[config.mk]
export PLATFORM = sky130hd
export DESIGN_NAME = signed_restoring_divider_core
export DESIGN_NICKNAME = d
export VERILOG_FILES = /design/src/hdl/sdiv_pkg.sv /design/src/hdl/signed_restoring_divider_core.sv /design/src/hdl/sdiv_front.sv /design/src/hdl/sdiv_cell.sv /design/src/hdl/sdiv_back.sv
export SDC_FILE = /design/constraint.sdc
export NUM_CORES = 1
export LEC_CHECK = 0
export BUFFER_PORTS_ARGS = -buffer_cell sky130_fd_sc_hd__clkbuf_2
export CAP_MARGIN = 0
export CORE_MARGIN = 2
export CORE_UTILIZATION = 44
export DETAILED_ROUTE_END_ITERATION = 8
export PLACE_DENSITY_LB_ADDON = 0.08
export RECOVER_POWER = 50
export SYNTH_ARGS = -nofsm -noshare
export SYNTH_HDL_FRONTEND = slang
export SYNTH_SLANG_ARGS = --single-unit
[constraint.sdc]
create_clock -name i_clk -period 11.15 [get_ports i_clk]
set_input_delay 1.115 -clock i_clk [delete_from_list [all_inputs] [get_ports i_clk]]
set_output_delay 1.115 -clock i_clk [all_outputs]
set_load 0.05 [all_outputs]
[src/hdl/sdiv_pkg.sv]
// Shared declarations for the signed restoring divider.
// No dependencies; imported by every module of the divider.
`default_nettype none

package sdiv_pkg;

    // Default operand width
    localparam int DEFAULT_WIDTH = 16;

    // Control handed from stage to stage alongside the datapath
    typedef struct packed {
        logic valid;   // stage holds a live transaction
        logic neg;     // exactly one operand was negative
    } t_ctrl;

endpackage

`default_nettype wire

[src/hdl/signed_restoring_divider_core.sv]
// Top level of the signed restoring divider: input stage, chain of step cells,
// output register. Depends on sdiv_pkg, sdiv_front, sdiv_cell, sdiv_back.
//
// Divides a two's-complement dividend by a two's-complement divisor, both
// WIDTH bits, by restoring division on the operand magnitudes. The quotient
// is truncated toward zero; the remainder is the raw WIDTH-bit partial
// remainder (a magnitude, never sign-corrected). A zero divisor or a most
// negative operand gives whatever the restoring steps give; no flag is
// raised. The datapath is a row of WIDTH identical cells, one restoring step
// each, framed by a magnitude stage and an output register. One operand pair
// is taken every cycle while the master side takes results. Each stage
// holds its own valid bit and ready ripples back stage by stage, so bubbles
// close up and new operands are still taken while a result waits on the
// master side, until every stage is full.
`default_nettype none

module signed_restoring_divider_core #(
    parameter int WIDTH = sdiv_pkg::DEFAULT_WIDTH,
    localparam int TDATA_W = ((2 * WIDTH + 7) / 8) * 8
) (
    input  wire logic               i_clk,
    input  wire logic               i_rst_n,
    // slave side
    input  wire logic               s_tvalid,
    output logic                    s_tready,
    input  wire logic [TDATA_W-1:0] s_tdata,    // dividend, divisor, zero pad
    // master side
    output logic                    m_tvalid,
    input  wire logic               m_tready,
    output logic [TDATA_W-1:0]      m_tdata     // quotient, remainder, zero pad
);
    import sdiv_pkg::*;

    // Chain index k sits between the producer of stage k and its consumer
    t_ctrl            w_ctrl [0:WIDTH];
    logic [WIDTH-1:0] w_a    [0:WIDTH];
    logic [WIDTH-1:0] w_q    [0:WIDTH];
    logic [WIDTH-1:0] w_m    [0:WIDTH];
    logic             w_rdy  [0:WIDTH];
    logic [WIDTH-1:0] w_quotient;
    logic [WIDTH-1:0] w_remainder;

    // Partial remainder starts at zero
    assign w_a[0] = '0;

    sdiv_front #(.WIDTH(WIDTH)) u_front (
        .i_clk      (i_clk),
        .i_rst_n    (i_rst_n),
        .i_valid    (s_tvalid),
        .o_ready    (s_tready),
        .i_dividend (s_tdata[WIDTH-1:0]),
        .i_divisor  (s_tdata[2*WIDTH-1:WIDTH]),
        .o_ctrl     (w_ctrl[0]),
        .o_q        (w_q[0]),
        .o_m        (w_m[0]),
        .i_rdy_next (w_rdy[0])
    );

    // One restoring step per cell
    for (genvar k = 0; k < WIDTH; k++) begin : g_cell
        sdiv_cell #(.WIDTH(WIDTH)) u_cell (
            .i_clk      (i_clk),
            .i_rst_n    (i_rst_n),
            .i_ctrl     (w_ctrl[k]),
            .i_a        (w_a[k]),
            .i_q        (w_q[k]),
            .i_m        (w_m[k]),
            .o_ready    (w_rdy[k]),
            .o_ctrl     (w_ctrl[k+1]),
            .o_a        (w_a[k+1]),
            .o_q        (w_q[k+1]),
            .o_m        (w_m[k+1]),
            .i_rdy_next (w_rdy[k+1])
        );
    end

    sdiv_back #(.WIDTH(WIDTH)) u_back (
        .i_clk       (i_clk),
        .i_rst_n     (i_rst_n),
        .i_ctrl      (w_ctrl[WIDTH]),
        .i_a         (w_a[WIDTH]),
        .i_q         (w_q[WIDTH]),
        .o_ready     (w_rdy[WIDTH]),
        .o_valid     (m_tvalid),
        .o_quotient  (w_quotient),
        .o_remainder (w_remainder),
        .i_rdy_next  (m_tready)
    );

    // Divisor is not needed past the last cell
    assign m_tdata = TDATA_W'({w_remainder, w_quotient});

endmodule

`default_nettype wire

[src/hdl/sdiv_front.sv]
// Input stage: sign detection and operand magnitudes, registered.
// Depends on sdiv_pkg.
`default_nettype none

module sdiv_front #(
    parameter int WIDTH = sdiv_pkg::DEFAULT_WIDTH
) (
    input  wire logic               i_clk,
    input  wire logic               i_rst_n,
    input  wire logic               i_valid,
    output logic                    o_ready,
    input  wire logic [WIDTH-1:0]   i_dividend,
    input  wire logic [WIDTH-1:0]   i_divisor,
    output sdiv_pkg::t_ctrl         o_ctrl,
    output logic [WIDTH-1:0]        o_q,
    output logic [WIDTH-1:0]        o_m,
    input  wire logic               i_rdy_next
);
    import sdiv_pkg::*;

    t_ctrl            r_ctrl;
    logic [WIDTH-1:0] r_q;
    logic [WIDTH-1:0] r_m;
    logic             w_load;
    logic             w_neg_n;
    logic             w_neg_d;

    assign w_load  = !r_ctrl.valid || i_rdy_next;
    assign w_neg_n = i_dividend[WIDTH-1];
    assign w_neg_d = i_divisor[WIDTH-1];

    always_ff @(posedge i_clk) begin
        if (!i_rst_n) begin
            r_ctrl <= '0;
        end else if (w_load) begin
            r_ctrl.valid <= i_valid;
            r_ctrl.neg   <= w_neg_n ^ w_neg_d;
        end
    end

    // Magnitudes; the most negative value maps onto itself
    always_ff @(posedge i_clk) begin
        if (w_load && i_valid) begin
            r_q <= w_neg_n ? (~i_dividend + 1'b1) : i_dividend;
            r_m <= w_neg_d ? (~i_divisor + 1'b1) : i_divisor;
        end
    end

    assign o_ready = w_load;
    assign o_ctrl  = r_ctrl;
    assign o_q     = r_q;
    assign o_m     = r_m;

endmodule

`default_nettype wire

[src/hdl/sdiv_cell.sv]
// One restoring step of the divider chain, registered.
// Depends on sdiv_pkg.
`default_nettype none

module sdiv_cell #(
    parameter int WIDTH = sdiv_pkg::DEFAULT_WIDTH
) (
    input  wire logic               i_clk,
    input  wire logic               i_rst_n,
    input  wire sdiv_pkg::t_ctrl    i_ctrl,
    input  wire logic [WIDTH-1:0]   i_a,
    input  wire logic [WIDTH-1:0]   i_q,
    input  wire logic [WIDTH-1:0]   i_m,
    output logic                    o_ready,
    output sdiv_pkg::t_ctrl         o_ctrl,
    output logic [WIDTH-1:0]        o_a,
    output logic [WIDTH-1:0]        o_q,
    output logic [WIDTH-1:0]        o_m,
    input  wire logic               i_rdy_next
);
    import sdiv_pkg::*;

    t_ctrl            r_ctrl;
    logic [WIDTH-1:0] r_a;
    logic [WIDTH-1:0] r_q;
    logic [WIDTH-1:0] r_m;
    logic [WIDTH-1:0] n_a;
    logic [WIDTH-1:0] n_q;
    logic [WIDTH-1:0] w_a_sh;
    logic [WIDTH-1:0] w_diff;
    logic             w_load;

    assign w_load = !r_ctrl.valid || i_rdy_next;

    // Shift, trial subtract, restore on a negative result
    always_comb begin
        w_a_sh = {i_a[WIDTH-2:0], i_q[WIDTH-1]};
        w_diff = w_a_sh - i_m;
        if (w_diff[WIDTH-1]) begin
            n_a = w_a_sh;
            n_q = {i_q[WIDTH-2:0], 1'b0};
        end else begin
            n_a = w_diff;
            n_q = {i_q[WIDTH-2:0], 1'b1};
        end
    end

    always_ff @(posedge i_clk) begin
        if (!i_rst_n) begin
            r_ctrl <= '0;
        end else if (w_load) begin
            r_ctrl <= i_ctrl;
        end
    end

    always_ff @(posedge i_clk) begin
        if (w_load && i_ctrl.valid) begin
            r_a <= n_a;
            r_q <= n_q;
            r_m <= i_m;
        end
    end

    assign o_ready = w_load;
    assign o_ctrl  = r_ctrl;
    assign o_a     = r_a;
    assign o_q     = r_q;
    assign o_m     = r_m;

endmodule

`default_nettype wire

[src/hdl/sdiv_back.sv]
// Output register: quotient sign fix-up and result hold for the master side.
// Depends on sdiv_pkg.
`default_nettype none

module sdiv_back #(
    parameter int WIDTH = sdiv_pkg::DEFAULT_WIDTH
) (
    input  wire logic               i_clk,
    input  wire logic               i_rst_n,
    input  wire sdiv_pkg::t_ctrl    i_ctrl,
    input  wire logic [WIDTH-1:0]   i_a,
    input  wire logic [WIDTH-1:0]   i_q,
    output logic                    o_ready,
    output logic                    o_valid,
    output logic [WIDTH-1:0]        o_quotient,
    output logic [WIDTH-1:0]        o_remainder,
    input  wire logic               i_rdy_next
);
    import sdiv_pkg::*;

    logic             r_valid;
    logic [WIDTH-1:0] r_quot;
    logic [WIDTH-1:0] r_rem;
    logic             w_load;

    assign w_load = !r_valid || i_rdy_next;

    always_ff @(posedge i_clk) begin
        if (!i_rst_n) begin
            r_valid <= 1'b0;
        end else if (w_load) begin
            r_valid <= i_ctrl.valid;
        end
    end

    always_ff @(posedge i_clk) begin
        if (w_load && i_ctrl.valid) begin
            r_quot <= i_ctrl.neg ? (~i_q + 1'b1) : i_q;
            r_rem  <= i_a;
        end
    end

    assign o_ready     = w_load;
    assign o_valid     = r_valid;
    assign o_quotient  = r_quot;
    assign o_remainder = r_rem;

endmodule

`default_nettype wire

==> flow_summary.json, run 1 <==
{
  "outcome": "complete, but fails checks",
  "violations": "capacitance limit, slew limit",
  "cp_data_arrival_time_ps": 3520,
  "cp_max_fo": 8,
  "final_layout_size_suffix_gt1_share_pct": 10.3,
  "total_power_mw": 6.82,
  "worst_setup_path_start_kind": "input pin",
  "grtUsageTotal_pct": 16.8,
  "die_y_um": 308,
  "fillers": 7826,
  "start_util_pct": 44.4,
  "cts_inserted_buffers": 91,
  "min_path_cells": 0,
  "cts_tree": "built",
  "cpMaxStageDelayCell": "nor2_1",
  "yosys.area.top_type": "edfxtp_1",
  "root_buffer": "clkbuf_16",
  "holdCritStartpoint": "g_cell[5].u_cell.o_q[11]$_DFFE_PP_",
  "hold_viol": 0,
  "post-route-util_pct": 49.7,
  "grt_setup_unrepaired": "no",
  "min_to": "g_cell[6].u_cell.o_q[12]$_DFFE_PP_",
  "slew_violations": 258,
  "fp.dieW_um": 308,
  "drc": 0,
  "ys_async_sr_fraction_pct": 0,
  "slew_headroom_pct": -95.7,
  "grt_pass1_wl_um": 127000,
  "synth_top_area_share_pct": 59.1,
  "slowest_delay_ps": 630,
  "critical_path_class": "in2out",
  "critical_path_required_ps": 10040,
  "insertion_delay_ps": 650,
  "wirelength_um": 79100,
  "synth-main-ff-cell": "edfxtp_1",
  "layout_commonest_cell": "edfxtp_1",
  "seq_area_frac_synth_pct": 60.8,
  "leakage_nw": 17.0,
  "area_delta_synth_final_pct": 11.9,
  "grt_pass1_vias": 25100,
  "rrSetupSlack_ps": 6960,
  "p_per_area_nw_per_um2": 150,
  "hold_ws_ps": 408,
  "yosysUniqueCellTypes": 69,
  "vias": 24000,
  "fin_crit_ps": 4640,
  "drtIter0Drc": 1326,
  "setup_viol": 0,
  "yosys_warnings": 0,
  "synthCells": 3126,
  "dieArea_um2": 94900,
  "diodes": 0,
  "nets": 3548,
  "timing.rr.end": "g_cell[0].u_cell.o_q[0]$_DFFE_PP_",
  "io_pins": 70,
  "cp_common_cell": "nand3_1",
  "reg2reg_depth": 7,
  "antenna_found_initial": 0,
  "gr-total-overflow": 0,
  "clk_pin_slew_ps": 60,
  "final_cell_mix": "801 x edfxtp_1, 344 x inv_1, 230 x ha_1",
  "dr.pass1.iters": 5,
  "crit_chain": "clkbuf_1, and4b_1, nand3_1, nor2_1, nand3_1, nor2_1, nand3_1, clkbuf_2",
  "vias_per_cell": 5.31,
  "dp_hpwl_um": 59700,
  "ys_ff_latch": 836,
  "h-tree-depth": 3,
  "io_buffers": 69,
  "netlist_area_um2": 40700,
  "r2r_start": "g_cell[15].u_cell.o_ctrl[1]$_SDFFE_PN0P_",
  "holdCritPathClass": "reg2reg",
  "fmax_ghz": 0.216,
  "gp_congestion": 0.877,
  "peakVddDrop_mv": 0.122,
  "core_um2": 91700,
  "fin_tns_setup_ps": 0,
  "multi_input_area_um2": 14500,
  "avgRoutedWirePerCell_um": 17.5,
  "ctsResizeCount": 0,
  "fin_crit_sh_pct": 41.6,
  "cts_hold_buf": 0,
  "fin_worst_skew_ps": 27.1,
  "num_rows": 111,
  "drtAntennaViolNets": 0,
  "worst_slack_ps": 6510,
  "syn_area_per_cell_um2": 13.0,
  "register_area_um2": 24800,
  "synthTopCellsByArea": "edfxtp_1 59%, ha_1 7.1%, mux2_2 3.3%, inv_1 3.2%, o31ai_1 2.7%",
  "grt_max_degree": 48,
  "dp_slack_ps": 6560,
  "synth.net_count": 3407,
  "end_kind": "output pin",
  "synth_edf_count": 801,
  "clk_path_buf_depth": 3,
  "cts_setup_buffers": 0,
  "max_cap_violations": 6,
  "worst_pin_slew_ps": 2930,
  "cts.sinks": 836
}
-- layout make-up --
type | count | share of cell area [%]
sequential | 836 | 54.4
multi-input combinational | 1898 | 31.8
clock buffer | 109 | 5.17
tap | 1186 | 3.26
inverter | 352 | 2.95
clock inverter | 59 | 1.50
timing repair buffer | 88 | 0.921
-- through the flow --
step                      instances  area, um2
after CTS                      4528      45600
after global routing           4528      45500
after detailed placement       4360      42600
final                          4528      45500
after global placement         4360      42600
after floorplan                3126      40700
-- cell usage after synthesis (all sizes together), types with 4 or more instances --
cell	number
nor2	165
and2	35
o21bai	9
or4	4
nand2	128
nand3	32
or3	52
clkbuf	14
nand4	8
a22oi	7
or2	7
fa	15
and3	25
o31a	8
a211o	6
o21ai	141
nor3	66
o31ai	144
mux2i	40
xnor2	118
a211oi	13
dfxtp	35
a311oi	7
ha	230
o211ai	11
nor2b	56
nand2b	13
a21oi	96
edfxtp	801
o22ai	4
a31oi	7
a21o	26
a21boi	75
inv	352
mux2	128
buf	26
xor2	58
nor4	9
o41ai	18
nor3b	32
o21a	79
o211a	9
o2111ai	7
-- worst max-delay path: cells and delay by family --
kind	cells	cell delay, ps
buf+inv	2	360
simple gates	6	2040
-- layer usage --
layer,vias up,GRT usage [%],part of all wire [%],wire (um)
met5,-,0,0,0
met2,400,32.8,54,43100
met4,0,8.81,4.8,3830
li1,11900,-,-,-
met1,11600,17.0,38,29900
met3,206,2.43,2.9,2260
-- cell families (layout without fill, tap and decap cells) --
family,Yosys count,after routing,share of synthesized area [%]
XOR/XNOR,176,176,3.81
buffers and inverters,392,608,3.84
flip-flops,836,836,60.8
multiplexers,168,168,4.58
AND/OR/NAND/NOR,637,637,7.91
adder cells (fa/ha/maj),245,245,7.81
AO/OA/AOI/OAI,672,672,11.2
-- report_power, final --
group          internal [mW]  switching, mW
sequential              3.47         0.0288
clock                   1.79           1.24
combinational          0.122          0.168
total                   5.39           1.43
-- how the worst max path moves through the flow --
stage	slack (ps)	endpoint	startpoint	cells past startpoint
after floorplan	6180	g_cell[0].u_cell.o_a[0]$_DFFE_PP_	m_tready	8
after global placement	6610	s_tready	m_tready	8
after detailed placement	6560	s_tready	m_tready	8
after CTS	6550	s_tready	m_tready	8
after global routing	6300	s_tready	m_tready	8
final	6510	s_tready	m_tready	8
-- registers in the layout, summed over array words and instances (netlist names) --
name and flops:
g_cell.u_cell.o_ctrl 32, u_front.o_q 16, u_back.o_valid 1, g_cell.u_cell.o_m 240
u_back.o_remainder 16, g_cell.u_cell.o_q 256, u_front.o_m 16, u_back.o_quotient 16
g_cell.u_cell.o_a 241, u_front.o_ctrl 2
No activity file was read; power rests on OpenSTA's default activity.
==> inputs of run 2 (changes only) <==
==> constraint.sdc (replaced) <==
create_clock -name i_clk -period 4.5 [get_ports i_clk]
set_input_delay 0.45 -clock i_clk [delete_from_list [all_inputs] [get_ports i_clk]]
set_output_delay 0.45 -clock i_clk [all_outputs]
set_load 0.05 [all_outputs]
==> flow_summary.json, run 2 (same netlist as run 1, synthesis figures left out) <==
{
  "peakVddDrop_mv": 0.305,
  "io_buffers": 69,
  "reg2reg_depth": 11,
  "cts_setup_buffers": 0,
  "p_per_area_nw_per_um2": 372,
  "cp_max_fo": 8,
  "final_cell_area_um2": 45700,
  "largest_reg_flops": 256,
  "drtIter0Drc": 1608,
  "vias": 24300,
  "final_layout_size_suffix_gt1_share_pct": 10.9,
  "grt_pass1_vias": 25100,
  "cts.sinks": 836,
  "setup.worst_path.end": "s_tready",
  "hold_viol": 0,
  "cp_data_arrival_time_ps": 3290,
  "core_um2": 91700,
  "critical_path_class": "reg2out",
  "clk_path_buf_depth": 3,
  "ctsResizeCount": 0,
  "slew_violations": 210,
  "timing.rr.end": "g_cell[10].u_cell.o_a[11]$_DFFE_PP_",
  "critPathBufInv": 2,
  "diodes": 0,
  "vias_per_cell": 5.34,
  "worst_pin_slew_ps": 3080,
  "cp_top_family": "simple AND/OR/NAND/NOR gates",
  "crit_cells": 8,
  "fin_worst_skew_ps": 40.3,
  "worst_slack_ps": 757,
  "worst_setup_path_start_kind": "flip-flop",
  "fin_crit_ps": 3740,
  "critical_path_required_ps": 4050,
  "insertion_delay_ps": 680,
  "area_delta_synth_final_pct": 12.4,
  "rrSetupSlack_ps": 770,
  "clk_pin_slew_ps": 60,
  "dr.pass1.iters": 5,
  "cts_tree": "built",
  "grt_setup_unrepaired": "no",
  "slowest_delay_ps": 480,
  "crit_start": "g_cell[15].u_cell.o_ctrl[1]$_SDFFE_PN0P_",
  "antenna_found_initial": 0,
  "cpMaxStageDelayCell": "and4b_1",
  "layout_commonest_cell": "edfxtp_1",
  "gr-total-overflow": 0,
  "dp_hpwl_um": 61700,
  "start_util_pct": 44.4,
  "gp_congestion": 0.877,
  "hold_ws_ps": 90.3,
  "post-route-util_pct": 49.9,
  "max_cap_violations": 5,
  "grt_max_degree": 48,
  "fin_crit_sh_pct": 83.2,
  "final_cell_mix": "801 x edfxtp_1, 344 x inv_1, 230 x ha_1",
  "nets": 3566,
  "fin_tns_setup_ps": 0,
  "num_rows": 111,
  "grtUsageTotal_pct": 17.6,
  "drc": 0,
  "fillers": 7824,
  "crit_chain": "and4b_1, nand3_1, nor2_1, clkbuf_1, nand3_1, nor2_1, nand3_1, clkbuf_2",
  "root_buffer": "clkbuf_16",
  "r2r_start": "g_cell[9].u_cell.o_m[1]$_DFFE_PP_",
  "dieArea_um2": 94900,
  "outcome": "complete, but fails checks",
  "leakage_nw": 17.2,
  "cp_common_cell": "nand3_1",
  "setup_viol": 0,
  "wirelength_um": 82400,
  "placed_area_um2": 42700,
  "min_path_cells": 2,
  "slew_headroom_pct": -106,
  "fmax_ghz": 0.267,
  "drtAntennaViolNets": 0,
  "io_pins": 70,
  "fp.dieW_um": 308,
  "end_kind": "output pin",
  "violations": "capacitance limit, slew limit",
  "grt_pass1_wl_um": 132000,
  "dp_slack_ps": 786,
  "h-tree-depth": 3,
  "die_y_um": 308,
  "cts_inserted_buffers": 94,
  "holdCritPathClass": "in2reg",
  "avgRoutedWirePerCell_um": 18.1
}
==> run 2: cell types whose count changed in the layout (fill, tap and decap cells not counted), moves of 2 or more <==
cell        previous run  this run
clkbuf_2              29        33
clkbuf_1              62        57
clkinv_2              20        25
nor4_1                 9         7
bufinv_16             12        10
clkinvlp_4             5         1
buf_4                 14        27
clkbuf_16             91        94
clkinv_16              2         4
clkinv_1              15        20
==> run 2: worst register-to-register path, cell delays in order, from the launching register on <==
cell      delay, ps
edfxtp_1        410
inv_1            60
ha_1            290
nor2b_1         130
o21ai_0         230
a21boi_1        160
o21ai_1         340
a211oi_1        160
o211a_1         310
or3_1           530
inv_1           430
mux2_2          410
==> run 2: timing repair <==
action / 4_1_cts / 5_1_grt
endpoints found under the hold margin: 1 / 0
setup endpoints to repair: 0 / 0
hold buffers: 1 / 0
==> run 2: where the power goes <==
group | leakage (nW) | switching [mW] | internal [mW] | total, mW
clock network | 1.54 | 3.15 | 4.47 | 7.62
registers | 7.53 | 0.0721 | 8.61 | 8.68
logic | 8.10 | 0.410 | 0.308 | 0.719
==> run 2: worst min-delay path by stage <==
stage	startpoint	end	slack [ps]
after floorplan	u_front.o_q[9]$_DFFE_PP_	g_cell[0].u_cell.o_q[10]$_DFFE_PP_	400
after global placement	g_cell[10].u_cell.o_q[1]$_DFFE_PP_	g_cell[11].u_cell.o_q[2]$_DFFE_PP_	400
after detailed placement	g_cell[10].u_cell.o_q[9]$_DFFE_PP_	g_cell[11].u_cell.o_q[10]$_DFFE_PP_	400
after CTS	s_tdata[16]	u_front.o_m[0]$_DFFE_PP_	20
after global routing	s_tdata[25]	u_front.o_m[9]$_DFFE_PP_	70
final	s_tdata[30]	u_front.o_m[15]$_SDFFCE_PN0P_	90
==> run 2: per-stage QoR <==
step | instances | total power, mW
final | 4551 | 17.0
after global routing | 4551 | 17.7
after CTS | 4551 | 17.3
after detailed placement | 4374 | 9.56
after global placement | 4374 | 9.54
after floorplan | 3126 | 9.34
==> run 2: layout make-up <==
| cell class | count | area [um2] | area share, % |
|---|---|---|---|
| Clock inverter | 66 | 711 | 1.55 |
| Multi-Input combinational cell | 1898 | 14500 | 31.7 |
| Tap cell | 1186 | 1480 | 3.24 |
| Timing Repair Buffer | 103 | 536 | 1.17 |
| Sequential cell | 836 | 24800 | 54.1 |
| Clock buffer | 110 | 2420 | 5.30 |
| Inverter | 352 | 1340 | 2.93 |
==> run 2: routing by layer <==
metal	GRT usage, %	routed length, um
met5	0	0
met3	2.39	2520
met4	8.27	3400
met2	32.8	43700
met1	19.7	32800
==> inputs of run 3 (changes only) <==
==> constraint.sdc (replaced) <==
create_clock -name i_clk -period 3.8 [get_ports i_clk]
set_input_delay 0.38 -clock i_clk [delete_from_list [all_inputs] [get_ports i_clk]]
set_output_delay 0.38 -clock i_clk [all_outputs]
set_load 0.05 [all_outputs]
==> flow_summary.json, run 3 (same netlist as run 1, synthesis figures left out) <==
{
  "critPathBufInv": 2,
  "layout_commonest_cell": "edfxtp_1",
  "fin_crit_sh_pct": 92.1,
  "leakage_nw": 17.2,
  "final_layout_size_suffix_gt1_share_pct": 11.2,
  "ctsResizeCount": 0,
  "setup_viol": 0,
  "avgRoutedWirePerCell_um": 18.1,
  "cp_common_cell": "o21a_1",
  "outcome": "complete, but fails checks",
  "dp_hpwl_um": 61600,
  "cts_inserted_buffers": 93,
  "fin_worst_skew_ps": 36.9,
  "gr-total-overflow": 0,
  "grt_pass1_vias": 25000,
  "instances_no_fill": 4566,
  "peakVddDrop_mv": 0.323,
  "slowest_delay_ps": 600,
  "die_y_um": 308,
  "worst_slack_ps": 299,
  "final_cell_mix": "801 x edfxtp_1, 344 x inv_1, 230 x ha_1",
  "violations": "capacitance limit, slew limit",
  "diodes": 0,
  "core_um2": 91700,
  "num_rows": 111,
  "start_util_pct": 44.4,
  "cts_tree": "built",
  "drtAntennaViolNets": 0,
  "drtIter0Drc": 1554,
  "dp.cells": 4387,
  "critical_path_class": "reg2reg",
  "cp_max_fo": 10,
  "cts_hold_buf": 10,
  "dp_slack_ps": 229,
  "p_per_area_nw_per_um2": 434,
  "cts_setup_buffers": 0,
  "cp_top_family": "compound AO/OA/AOI/OAI gates",
  "drc": 0,
  "dr.pass1.iters": 5,
  "antenna_found_initial": 0,
  "slew_headroom_pct": -27.2,
  "fmax_ghz": 0.286,
  "vias": 24200,
  "insertion_delay_ps": 680,
  "end_kind": "flip-flop",
  "h-tree-depth": 3,
  "post-route-util_pct": 50.0,
  "largest_reg_flops": 256,
  "max_cap_violations": 2,
  "dieArea_um2": 94900,
  "crit_chain": "inv_1, ha_1, nor2b_1, o21a_1, o21a_1, o21a_1, o2111ai_1, a21oi_1, or3_1, inv_4, mux2_2",
  "grtUsageTotal_pct": 17.7,
  "clk_pin_slew_ps": 60,
  "grt_pass1_wl_um": 133000,
  "clk_path_buf_depth": 3,
  "gp_congestion": 0.881,
  "vias_per_cell": 5.30,
  "critical_path_required_ps": 4220,
  "area_delta_synth_final_pct": 12.6,
  "grt_max_degree": 48,
  "cpMaxStageDelayCell": "or3_1",
  "io_pins": 70,
  "nets": 3587,
  "fp.dieW_um": 308,
  "wirelength_um": 82800,
  "hold_viol": 0,
  "fin_crit_ps": 3500,
  "cts.sinks": 836,
  "slew_violations": 66,
  "worst_pin_slew_ps": 1910,
  "grt_setup_unrepaired": "no",
  "cp_data_arrival_time_ps": 3930,
  "holdCritPathClass": "in2reg",
  "root_buffer": "clkbuf_16",
  "worst_setup_path_start_kind": "flip-flop",
  "io_buffers": 69
}
run 3: cell type report:
| class | count | area [um2] |
|---|---|---|
| flip-flops and latches | 836 | 24800 |
| fillers | 7809 | 45900 |
| repair buffers | 125 | 742 |
| well taps | 1186 | 1480 |
| multi-input cells | 1898 | 14500 |
| inverters | 352 | 1340 |
| clock inverters | 52 | 557 |
| clock buffers | 117 | 2450 |
run 3: stage by stage:
| step | power [mW] | hold slack, ps | area (um2) | setup TNS (ps) |
|---|---|---|---|---|
| 3_5_place_dp | 11.3 | 405 | 42800 | 0 |
| 3_3_place_gp | 11.3 | 400 | 42800 | 0 |
| 4_1_cts | 20.2 | 0.399 | 45900 | 0 |
| 5_1_grt | 20.7 | 14.6 | 45800 | 0 |
| 6_report | 19.9 | 47.4 | 45800 | 0 |
| 2_1_floorplan | 11.1 | 400 | 40700 | -7210 |
run 3: where the power goes:
part           internal [mW]  switching (mW)  leakage [nW]
Combinational          0.375           0.484          8.19
Sequential              10.2          0.0833          7.53
Clock                   5.07            3.68          1.44
Total                   15.6            4.25          17.2
run 3: path summary, 6_finish.rpt:
| path | start | end | slack (ps) | depth (start not counted) |
|---|---|---|---|---|
| hold / removal | s_tdata[3] | u_front.o_q[3]$_DFFE_PP_ | 50 | 2 |
| hold reg to reg | u_front.o_q[4]$_DFFE_PP_ | g_cell[0].u_cell.o_q[5]$_DFFE_PP_ | 390 | 0 |
| setup / recovery | g_cell[2].u_cell.o_m[1]$_DFFE_PP_ | g_cell[3].u_cell.o_a[12]$_DFFE_PP_ | 300 | 11 |
| setup reg to reg | g_cell[2].u_cell.o_m[1]$_DFFE_PP_ | g_cell[3].u_cell.o_a[12]$_DFFE_PP_ | 300 | 11 |
run 3: metal layers:
metal | share of wire (%) | global-route usage [%] | vias to the layer above
met1 | 41 | 20.4 | 11600
met4 | 4.0 | 7.34 | 0
li1 | - | - | 12000
met2 | 52 | 32.7 | 385
met5 | 0 | 0 | -
met3 | 2.9 | 2.79 | 177
